`src/hw/rtl/bbie_pkg.sv`:
```
`timescale 1ns / 1ps

package bbie_pkg;

   // Operation codes carried by each request word
   typedef enum logic [1:0] {
      OP_SET    = 2'd0,
      OP_INSERT = 2'd1,
      OP_ERASE  = 2'd2,
      OP_GET    = 2'd3
   } op_type;

   // Request word
   typedef struct packed {
      op_type      op;
      logic [7:0]  index;
      logic [7:0]  value;
      logic [8:0]  length;
      logic [1:0]  width_code;
      logic        big_endian;
   } req_payload_type;

   // Response word
   typedef struct packed {
      logic        ok;
      logic [63:0] read_data;
      logic [8:0]  fill_count;
   } rsp_payload_type;

endpackage

```
`src/hw/rtl/bbie_if.sv`:
```
`timescale 1ns / 1ps

// Request channel
interface bbie_req_if;
   import bbie_pkg::*;

   logic            valid;
   logic            ready;
   req_payload_type data;

   modport source (output valid, output data, input ready);
   modport sink   (input valid, input data, output ready);
endinterface

// Response channel
interface bbie_rsp_if;
   import bbie_pkg::*;

   logic            valid;
   logic            ready;
   rsp_payload_type data;

   modport source (output valid, output data, input ready);
   modport sink   (input valid, input data, output ready);
endinterface

```
`src/hw/rtl/bbie_store.sv`:
```
`timescale 1ns / 1ps

// Byte store: one write port, one read port, registered read data
module bbie_store #(
   parameter int DEPTH = 256,
   parameter int AW    = $clog2(DEPTH)
) (
   input  logic          clock,
   input  logic          wr_en,
   input  logic [AW-1:0] wr_addr,
   input  logic [7:0]    wr_data,
   input  logic          rd_en,
   input  logic [AW-1:0] rd_addr,
   output logic [7:0]    rd_data
);

   logic [7:0] store_ff [DEPTH];
   logic [7:0] rd_data_ff;

   always_ff @(posedge clock) begin
      if (wr_en) begin
         store_ff[wr_addr] <= wr_data;
      end
      if (rd_en) begin
         rd_data_ff <= store_ff[rd_addr];
      end
   end

   assign rd_data = rd_data_ff;

endmodule

```
`src/hw/rtl/byte_buffer_insert_erase_get.sv`:
```
`timescale 1ns / 1ps

// Channel    Dir  Word                                              Handshake
// req_chan   in   op, index, value, length, width_code, big_endian  valid/ready
// rsp_chan   out  ok, read_data, fill_count                         valid/ready
//
// One word at a time. Bytes moved per item: set none, get nbytes, insert
// (count - pos), erase (count - index - n) when n is non-zero, up to about
// DEPTH. The moves go one byte per cycle through the store's single read and
// single write port.
// Synchronous reset empties the buffer (count zero); no clearing pass.
// The response register lets a new request in while the last word waits;
// completion holds in the final step until that register is free.
module byte_buffer_insert_erase_get #(
   parameter int DEPTH = 256
) (
   input  logic        clock,
   input  logic        reset,
   bbie_req_if.sink    req_chan,
   bbie_rsp_if.source  rsp_chan
);
   import bbie_pkg::*;

   localparam int AW = (DEPTH > 1) ? $clog2(DEPTH) : 1;
   localparam int CW = $clog2(DEPTH + 1);
   localparam int EW = ((CW > 9) ? CW : 9) + 1;
   localparam logic [EW-1:0] DEPTH_E = EW'(DEPTH);

   typedef enum logic [1:0] {
      ST_IDLE,
      ST_DECODE,
      ST_MOVE,
      ST_FINAL
   } state_type;

   // Registers
   state_type      state_ff, state_in;
   op_type         op_ff, op_in;
   logic [7:0]     idx_ff, idx_in;
   logic [7:0]     value_ff, value_in;
   logic [8:0]     len_ff, len_in;
   logic [1:0]     wcode_ff, wcode_in;
   logic           big_ff, big_in;
   logic           ok_ff, ok_in;
   logic           fin_wr_ff, fin_wr_in;
   logic [AW-1:0]  fin_addr_ff, fin_addr_in;
   logic [CW-1:0]  new_cnt_ff, new_cnt_in;
   logic [CW-1:0]  left_ff, left_in;
   logic [AW-1:0]  src_ff, src_in;
   logic [AW-1:0]  dst_ff, dst_in;
   logic           up_ff, up_in;
   logic           pend_ff, pend_in;
   logic [AW-1:0]  pend_dst_ff, pend_dst_in;
   logic [63:0]    acc_ff, acc_in;
   logic [CW-1:0]  count_ff, count_in;
   logic           rsp_valid_ff, rsp_valid_in;
   logic           rsp_ok_ff, rsp_ok_in;
   logic [63:0]    rsp_data_ff, rsp_data_in;
   logic [8:0]     rsp_fill_ff, rsp_fill_in;

   // Store port
   logic           wr_en;
   logic [AW-1:0]  wr_addr;
   logic [7:0]     wr_data;
   logic           rd_en;
   logic [AW-1:0]  rd_addr;
   logic [7:0]     rd_data;

   // Decode arithmetic
   logic [EW-1:0]  cnt_e, idx_e, len_e, nb_e, pos_e, tail_e, n_e, moves_e;

   bbie_store #(
      .DEPTH (DEPTH),
      .AW    (AW)
   ) u_store (
      .clock   (clock),
      .wr_en   (wr_en),
      .wr_addr (wr_addr),
      .wr_data (wr_data),
      .rd_en   (rd_en),
      .rd_addr (rd_addr),
      .rd_data (rd_data)
   );

   // Operand terms for the decode step
   always_comb begin
      cnt_e  = EW'(count_ff);
      idx_e  = EW'(idx_ff);
      len_e  = EW'(len_ff);
      nb_e   = EW'(1) << wcode_ff;
      pos_e  = (idx_e > cnt_e) ? cnt_e : idx_e;
      tail_e = cnt_e - idx_e;
      n_e    = (len_e < tail_e) ? len_e : tail_e;
   end

   // Next-state logic
   always_comb begin
      state_in    = state_ff;
      op_in       = op_ff;
      idx_in      = idx_ff;
      value_in    = value_ff;
      len_in      = len_ff;
      wcode_in    = wcode_ff;
      big_in      = big_ff;
      ok_in       = ok_ff;
      fin_wr_in   = fin_wr_ff;
      fin_addr_in = fin_addr_ff;
      new_cnt_in  = new_cnt_ff;
      left_in     = left_ff;
      src_in      = src_ff;
      dst_in      = dst_ff;
      up_in       = up_ff;
      pend_in     = pend_ff;
      pend_dst_in = pend_dst_ff;
      acc_in      = acc_ff;
      count_in    = count_ff;
      rsp_valid_in = rsp_valid_ff;
      rsp_ok_in   = rsp_ok_ff;
      rsp_data_in = rsp_data_ff;
      rsp_fill_in = rsp_fill_ff;
      moves_e     = '0;

      wr_en   = 1'b0;
      wr_addr = pend_dst_ff;
      wr_data = rd_data;
      rd_en   = 1'b0;
      rd_addr = src_ff;

      // response word taken
      if (rsp_valid_ff && rsp_chan.ready) begin
         rsp_valid_in = 1'b0;
      end

      case (state_ff)
         ST_IDLE: begin
            if (req_chan.valid) begin
               op_in    = req_chan.data.op;
               idx_in   = req_chan.data.index;
               value_in = req_chan.data.value;
               len_in   = req_chan.data.length;
               wcode_in = req_chan.data.width_code;
               big_in   = req_chan.data.big_endian;
               state_in = ST_DECODE;
            end
         end

         // range checks, move count and walk setup
         ST_DECODE: begin
            ok_in       = 1'b0;
            fin_wr_in   = 1'b0;
            fin_addr_in = AW'(idx_e);
            new_cnt_in  = count_ff;
            src_in      = AW'(idx_e);
            dst_in      = AW'(idx_e);
            up_in       = 1'b1;
            acc_in      = '0;
            pend_in     = 1'b0;
            case (op_ff)
               OP_SET: begin
                  ok_in     = idx_e < cnt_e;
                  fin_wr_in = idx_e < cnt_e;
               end
               OP_INSERT: begin
                  ok_in       = cnt_e < DEPTH_E;
                  fin_wr_in   = cnt_e < DEPTH_E;
                  fin_addr_in = AW'(pos_e);
                  src_in      = AW'(cnt_e - EW'(1));
                  dst_in      = AW'(cnt_e);
                  up_in       = 1'b0;
                  if (cnt_e < DEPTH_E) begin
                     moves_e    = cnt_e - pos_e;
                     new_cnt_in = count_ff + CW'(1);
                  end
               end
               OP_ERASE: begin
                  ok_in  = idx_e < cnt_e;
                  src_in = AW'(idx_e + n_e);
                  if (idx_e < cnt_e) begin
                     new_cnt_in = CW'(cnt_e - n_e);
                     if (n_e != '0) begin
                        moves_e = tail_e - n_e;
                     end
                  end
               end
               OP_GET: begin
                  ok_in  = (idx_e + nb_e) <= cnt_e;
                  up_in  = big_ff;
                  src_in = big_ff ? AW'(idx_e) : AW'(idx_e + nb_e - EW'(1));
                  if ((idx_e + nb_e) <= cnt_e) begin
                     moves_e = nb_e;
                  end
               end
               default: begin
                  ok_in = 1'b0;
               end
            endcase
            left_in  = CW'(moves_e);
            state_in = ST_MOVE;
         end

         // one read issued and one write retired (for get, one byte shifted into the accumulator) per cycle
         ST_MOVE: begin
            if (left_ff != '0) begin
               rd_en       = 1'b1;
               rd_addr     = src_ff;
               src_in      = up_ff ? src_ff + AW'(1) : src_ff - AW'(1);
               dst_in      = up_ff ? dst_ff + AW'(1) : dst_ff - AW'(1);
               left_in     = left_ff - CW'(1);
               pend_in     = 1'b1;
               pend_dst_in = dst_ff;
            end else begin
               pend_in  = 1'b0;
               state_in = ST_FINAL;
            end
            if (pend_ff) begin
               if (op_ff == OP_GET) begin
                  acc_in = {acc_ff[55:0], rd_data};
               end else begin
                  wr_en   = 1'b1;
                  wr_addr = pend_dst_ff;
                  wr_data = rd_data;
               end
            end
         end

         // last byte write, count update and response
         ST_FINAL: begin
            if (!rsp_valid_ff || rsp_chan.ready) begin
               wr_en        = fin_wr_ff;
               wr_addr      = fin_addr_ff;
               wr_data      = value_ff;
               count_in     = new_cnt_ff;
               rsp_valid_in = 1'b1;
               rsp_ok_in    = ok_ff;
               rsp_data_in  = acc_ff;
               rsp_fill_in  = 9'(new_cnt_ff);
               state_in     = ST_IDLE;
            end
         end

         default: begin
            state_in = ST_IDLE;
         end
      endcase
   end

   // State and registered outputs
   always_ff @(posedge clock) begin
      op_ff       <= op_in;
      idx_ff      <= idx_in;
      value_ff    <= value_in;
      len_ff      <= len_in;
      wcode_ff    <= wcode_in;
      big_ff      <= big_in;
      ok_ff       <= ok_in;
      fin_wr_ff   <= fin_wr_in;
      fin_addr_ff <= fin_addr_in;
      new_cnt_ff  <= new_cnt_in;
      left_ff     <= left_in;
      src_ff      <= src_in;
      dst_ff      <= dst_in;
      up_ff       <= up_in;
      pend_dst_ff <= pend_dst_in;
      acc_ff      <= acc_in;
      rsp_ok_ff   <= rsp_ok_in;
      rsp_data_ff <= rsp_data_in;
      rsp_fill_ff <= rsp_fill_in;
      if (reset) begin
         state_ff     <= ST_IDLE;
         pend_ff      <= 1'b0;
         count_ff     <= '0;
         rsp_valid_ff <= 1'b0;
      end else begin
         state_ff     <= state_in;
         pend_ff      <= pend_in;
         count_ff     <= count_in;
         rsp_valid_ff <= rsp_valid_in;
      end
   end

   assign req_chan.ready           = (state_ff == ST_IDLE);
   assign rsp_chan.valid           = rsp_valid_ff;
   assign rsp_chan.data.ok         = rsp_ok_ff;
   assign rsp_chan.data.read_data  = rsp_data_ff;
   assign rsp_chan.data.fill_count = rsp_fill_ff;

endmodule

```
`src/flat_wrapper.sv`:
```
// flat-port wrapper written by rule: the top's interface ports become plain ports
module byte_buffer_insert_erase_get_flat import bbie_pkg::*;
#(
   parameter int DEPTH = 256
)
  (clock, reset, req_chan_valid, req_chan_data, req_chan_ready, rsp_chan_valid, rsp_chan_data, rsp_chan_ready);
  bbie_req_if req_chan_i ();
  bbie_rsp_if rsp_chan_i ();
  input  logic clock;
  input  logic reset;
  input wire logic [$bits(req_chan_i.valid)-1:0] req_chan_valid;
  input wire logic [$bits(req_chan_i.data)-1:0] req_chan_data;
  output wire logic [$bits(req_chan_i.ready)-1:0] req_chan_ready;
  output wire logic [$bits(rsp_chan_i.valid)-1:0] rsp_chan_valid;
  output wire logic [$bits(rsp_chan_i.data)-1:0] rsp_chan_data;
  input wire logic [$bits(rsp_chan_i.ready)-1:0] rsp_chan_ready;
  assign req_chan_i.valid = req_chan_valid;
  assign req_chan_i.data = req_chan_data;
  assign req_chan_ready = req_chan_i.ready;
  assign rsp_chan_valid = rsp_chan_i.valid;
  assign rsp_chan_data = rsp_chan_i.data;
  assign rsp_chan_i.ready = rsp_chan_ready;
  byte_buffer_insert_erase_get #(.DEPTH(DEPTH)) u_core (.clock(clock), .reset(reset), .req_chan(req_chan_i), .rsp_chan(rsp_chan_i));
endmodule
```
`config.mk`:
```
export PLATFORM = sky130hd
export DESIGN_NAME = byte_buffer_insert_erase_get_flat
export DESIGN_NICKNAME = d
export VERILOG_FILES = /design/src/hw/rtl/bbie_pkg.sv /design/src/hw/rtl/bbie_if.sv /design/src/hw/rtl/bbie_store.sv /design/src/hw/rtl/byte_buffer_insert_erase_get.sv /design/src/flat_wrapper.sv
export SDC_FILE = /design/constraint.sdc
export NUM_CORES = 2
export LEC_CHECK = 0
export BUFFER_PORTS_ARGS = -buffer_cell sky130_fd_sc_hd__buf_2
export CAP_MARGIN = 10
export CORE_UTILIZATION = 23
export CTS_BUF_LIST = sky130_fd_sc_hd__clkbuf_2 sky130_fd_sc_hd__clkbuf_4 sky130_fd_sc_hd__clkbuf_8
export DETAILED_ROUTE_END_ITERATION = 8
export PLACE_DENSITY = 0.32
export RECOVER_POWER = 100
export SYNTH_ARGS = -nofsm -noshare
export SYNTH_HDL_FRONTEND = slang
export SYNTH_SLANG_ARGS = --single-unit
```
`constraint.sdc`:
```
create_clock -name clock -period 9.6 [get_ports clock]
set_input_delay 0.48 -clock clock [delete_from_list [all_inputs] [get_ports clock]]
set_output_delay 0.48 -clock clock [all_outputs]
set_load 0.05 [all_outputs]
```
==> out/metrics.csv <==
stage;metric;value;unit
run_status;outcome;finished, violations left;
run_status;failing checks;max-capacitance violations, max-slew violations;
timing;slew at the pin closest to its max-slew limit;3.869;ns
cts;htree depth;5;
worst_hold_path;Worst Min Path Start;req_chan_data[23];
grt;global-route wire length before repair;390700;um
timing;final hold violation count;0;
power_and_ir_drop;Lkg Pwr;32.66;nW
grt;largest net degree at the start of global routing;165;
timing;RSZ-0062 raised after global routing;false;
floorplanning;IO Pins;110;
synthesis;Synth top area share;0.7455;
synthesis;post-synthesis cell count;4333;
cts;cts bufs inserted;423;
power_and_ir_drop;pwr/cell area;313.9;nW/um^2
floorplanning;initial core utilization;0.2315;
cts;worst skew pair latency;1.12;ns
routing;Pre-antenna DRT Iters;7;
timing;clk_skew;0.1116;ns
routing;DR iter-0 viols;3311;
power_and_ir_drop;Total Power;0.03365;W
critical_path;CP Capture Type;register;
finish;nets;4882;
critical_path;reg2reg start;u_core.rsp_chan.valid;
critical_path;Required @ worst endpoint;10.27;ns
synthesis;Post-synth EDFFs;2277;
synthesis;Top FF cell, synth;edfxtp_1;
routing;DRC violations left;0;
routing;WL/cell;27.24;um
timing;Final Worst Setup Slack;1.792;ns
cts;CTS resizes;0;
floorplanning;FP Rows;231;
grt;initial antenna violation count;14;
synthesis;cell area after synthesis;91720;um^2
synthesis;leading area contributor after synthesis;edfxtp_1;
worst_hold_path;worst hold path class;in2reg;
timing;Period minus WS final;7.808;ns
power_and_ir_drop;Peak supply drop;0.2585;mV
critical_path;worst-path cell chain;nor2b_1 > nand2b_2 > buf_4 > clkinvlp_2 > o32ai_1 > nand3_1 > clkbuf_1 > nor2_1;
critical_path;R2R Setup Slk;1.79;ns
placement;Setup Slack @ Placement;2.873;ns
placement;gpl congestion;0.7445;
cts;CTS Buffer Depth;4;
synthesis;Avg Inst Size Synth;21.17;um^2
placement;port bufs;109;
floorplanning;die area;401300;um^2
cts;clock-pin slew on the worst setup and hold paths;0.06;ns
job;Max Cap Violations;43;
synthesis;Synthesis Warnings;0;
synthesis;flops & latches, synth;2290;
placement;HPWL after DPL;170100;um
routing;final WL;281800;um
synthesis;synth unique cells;82;
routing;Vias/cell;4.303;
floorplanning;DIE HEIGHT;633.5;um
critical_path;RR Endpoint;u_core.u_store.store_ff[152][1];
synthesis;Async SR Flop Fraction;0;
routing;Routed Antenna Nets;0;
grt;Overflow after GRT;0;
synthesis;synth top area cells;edfxtp_1, mux4_2, nor2_1, ha_1, clkbuf_1;
worst_hold_path;Hold EP;u_core.idx_ff[3];
critical_path;CP max stage delay;1.91;ns
power_and_ir_drop;Net Sw Frac;0.3456;
power_and_ir_drop;Net Switching;0.01163;W
critical_path;Setup CP Type;reg2reg;
finish;Core Util, Final;0.2705;
cts;CTS Sinks;2290;
timing;setup TNS;0;ns
synthesis;sequential element share of the synthesized area;0.7483;
critical_path;WP data arrival;8.48;ns
grt;gr usage total;0.1382;
timing;Slew Viols, Final;1946;
floorplanning;Horiz. Die Dim;633.5;um
synthesis;syn nets;4446;
critical_path;nature of the critical path startpoint;register;
cts;TritonCTS clock tree;built;
power_and_ir_drop;part of the power in registers;0.397;
power_and_ir_drop;Int Power;0.02202;W
timing;endpoints failing setup;0;
routing;routed via count;44519;
timing;Max-slew headroom;-1.579;
finish;area grow syn2layout;16.87;%
critical_path;Crit-path slowest cell;clkinvlp_2;
worst_hold_path;WHS Path Cells;2;
finish;fillers;39439;
timing;part of the cycle the worst path needs;0.8133;
grt;vias in the first global route;47168;
floorplanning;core box area;396300;um^2
critical_path;worst-path fanout max;43;
power_and_ir_drop;Clock Power Share;0.273;
critical_path;FF-to-FF path depth;8;
cts;Clock Root Buffer;clkbuf_8;
finish;layout cell share with drive strength beyond 1;0.2796;
power_and_ir_drop;Gate power share;0.330;
timing;FMAX;128.1;MHz
cell usage in the layout, fill, tap and decap left out, drive strengths merged, types with 21 or more instances in the layout:
cell,n
a21oi,72
and2,71
inv,71
buf,62
xnor2,44
mux4,680
nand2,128
nor2,312
edfxtp,2277
nor3,21
dlygate4sd3,58
o21ai,47
a21o,28
clkinv,150
clkbuf,700
xor2,24
ha,73
mux2i,26
nand3,29
state kept, by name, summed over array words and instances (netlist names), 9 cells and up:
register / flops
u_core.rsp_fill_ff: 9
u_core.rsp_data_ff: 64
u_core.count_ff: 9
u_core.left_ff: 9
u_core.len_ff: 9
u_core.acc_ff: 64
u_core.u_store.store_ff: 2048
u_core.new_cnt_ff: 9
metrics by stage:
stage	cell area, um^2	hold slack, ns	cells
floorplan	91720	0.4003	4333
global placement	98880	0.4015	9528
detailed placement	98880	0.4072	9528
CTS	107600	0.01940	10342
global route	107200	0.2023	10343
finish	107200	0.2734	10347
power groups by stage:
stage                     clock, W  sequential [W]  combinational [W]
after global placement           0          0.0134             0.0117
final                      0.00919          0.0134             0.0111
after floorplan                  0          0.0138            0.00648
after global routing       0.00996          0.0134             0.0119
after detailed placement         0          0.0134             0.0117
after CTS                  0.00959          0.0132             0.0117
worst max-delay path by stage:
stage	startpoint	end	slack, ns	cells after the start
after floorplan	u_core.rsp_chan.valid	u_core.u_store.store_ff[0][0]	2.01	7
after global placement	u_core.count_ff[0]	u_core.src_ff[7]	2.87	27
after detailed placement	u_core.idx_ff[1]	u_core.src_ff[7]	2.87	26
after CTS	u_core.idx_ff[1]	u_core.src_ff[7]	2.79	26
after global routing	u_core.idx_ff[1]	u_core.src_ff[7]	1.15	26
final	u_core.rsp_chan.valid	u_core.u_store.store_ff[152][1]	1.79	8
cells in the mapped netlist, types with 6 or more instances:
| cell type | count |
|---|---|
| nor2b_1 | 14 |
| inv_1 | 59 |
| a221oi_1 | 9 |
| nand2_1 | 128 |
| fa_1 | 6 |
| and2_1 | 71 |
| ha_1 | 73 |
| nand4_1 | 7 |
| a211oi_1 | 15 |
| dfxtp_1 | 13 |
| buf_1 | 60 |
| xnor2_1 | 43 |
| o22ai_1 | 13 |
| o21ai_0 | 46 |
| or3_1 | 6 |
| nor2_1 | 312 |
| a21oi_1 | 71 |
| o31ai_1 | 7 |
| nand3_1 | 29 |
| nor3_1 | 20 |
| o21bai_1 | 9 |
| a222oi_1 | 7 |
| nand3b_1 | 15 |
| a21o_1 | 27 |
| clkbuf_1 | 162 |
| xor2_1 | 24 |
| edfxtp_1 | 2277 |
| mux4_2 | 680 |
| nand2b_1 | 12 |
| mux2i_1 | 24 |
metal layers:
layer / routed length [um] / GRT usage / vias to the layer above
met5: 0 / 0 / -
met4: 6552 / 0.03505 / 0
met3: 11640 / 0.02224 / 379
met2: 135800 / 0.2268 / 1032
met1: 127800 / 0.1900 / 24152
li1: - / - / 18956
what timing repair did:
action | 4_1_cts | 5_1_grt
buffers inserted | 0 | 0
hold endpoints to repair | 43 | 0
hold buffers | 58 | 0
worst max-delay path: cells and delay by family, from the launching register on:
| kind | cells | cell delay, ns |
|---|---|---|
| buffers and inverters | 3 | 3.05 |
| DFF | 1 | 0.32 |
| and+or+nand+nor | 4 | 2.36 |
| AOI/OAI and AO/OA | 1 | 1.55 |
cell families (layout without fill, tap and decap cells):
group                      Yosys count  after routing  share of synthesized area
and+or+nand+nor                    635            635                    0.03110
other                                0              5                          0
buffers and inverters              292           1059                    0.01213
AOI/OAI and AO/OA                  259            259                    0.01975
adders and majority gates           80             80                    0.01139
xor gates and xnor gates            69             69                   0.006944
DFF                               2290           2290                     0.7483
muxes                              708            708                     0.1703
area by class of cell:
cell class,instances,area (um^2),area share
inverters,63,237.7,0.002218
well taps,5242,6559,0.06119
diodes,5,12.51,0.0001167
repair buffers,240,1657,0.01546
clock inverters,176,1060,0.009887
clock buffers,580,7051,0.06578
multi-input cells,1751,21970,0.2050
flip-flops and latches,2290,68640,0.6403
Power figures use the tool's default switching activity.
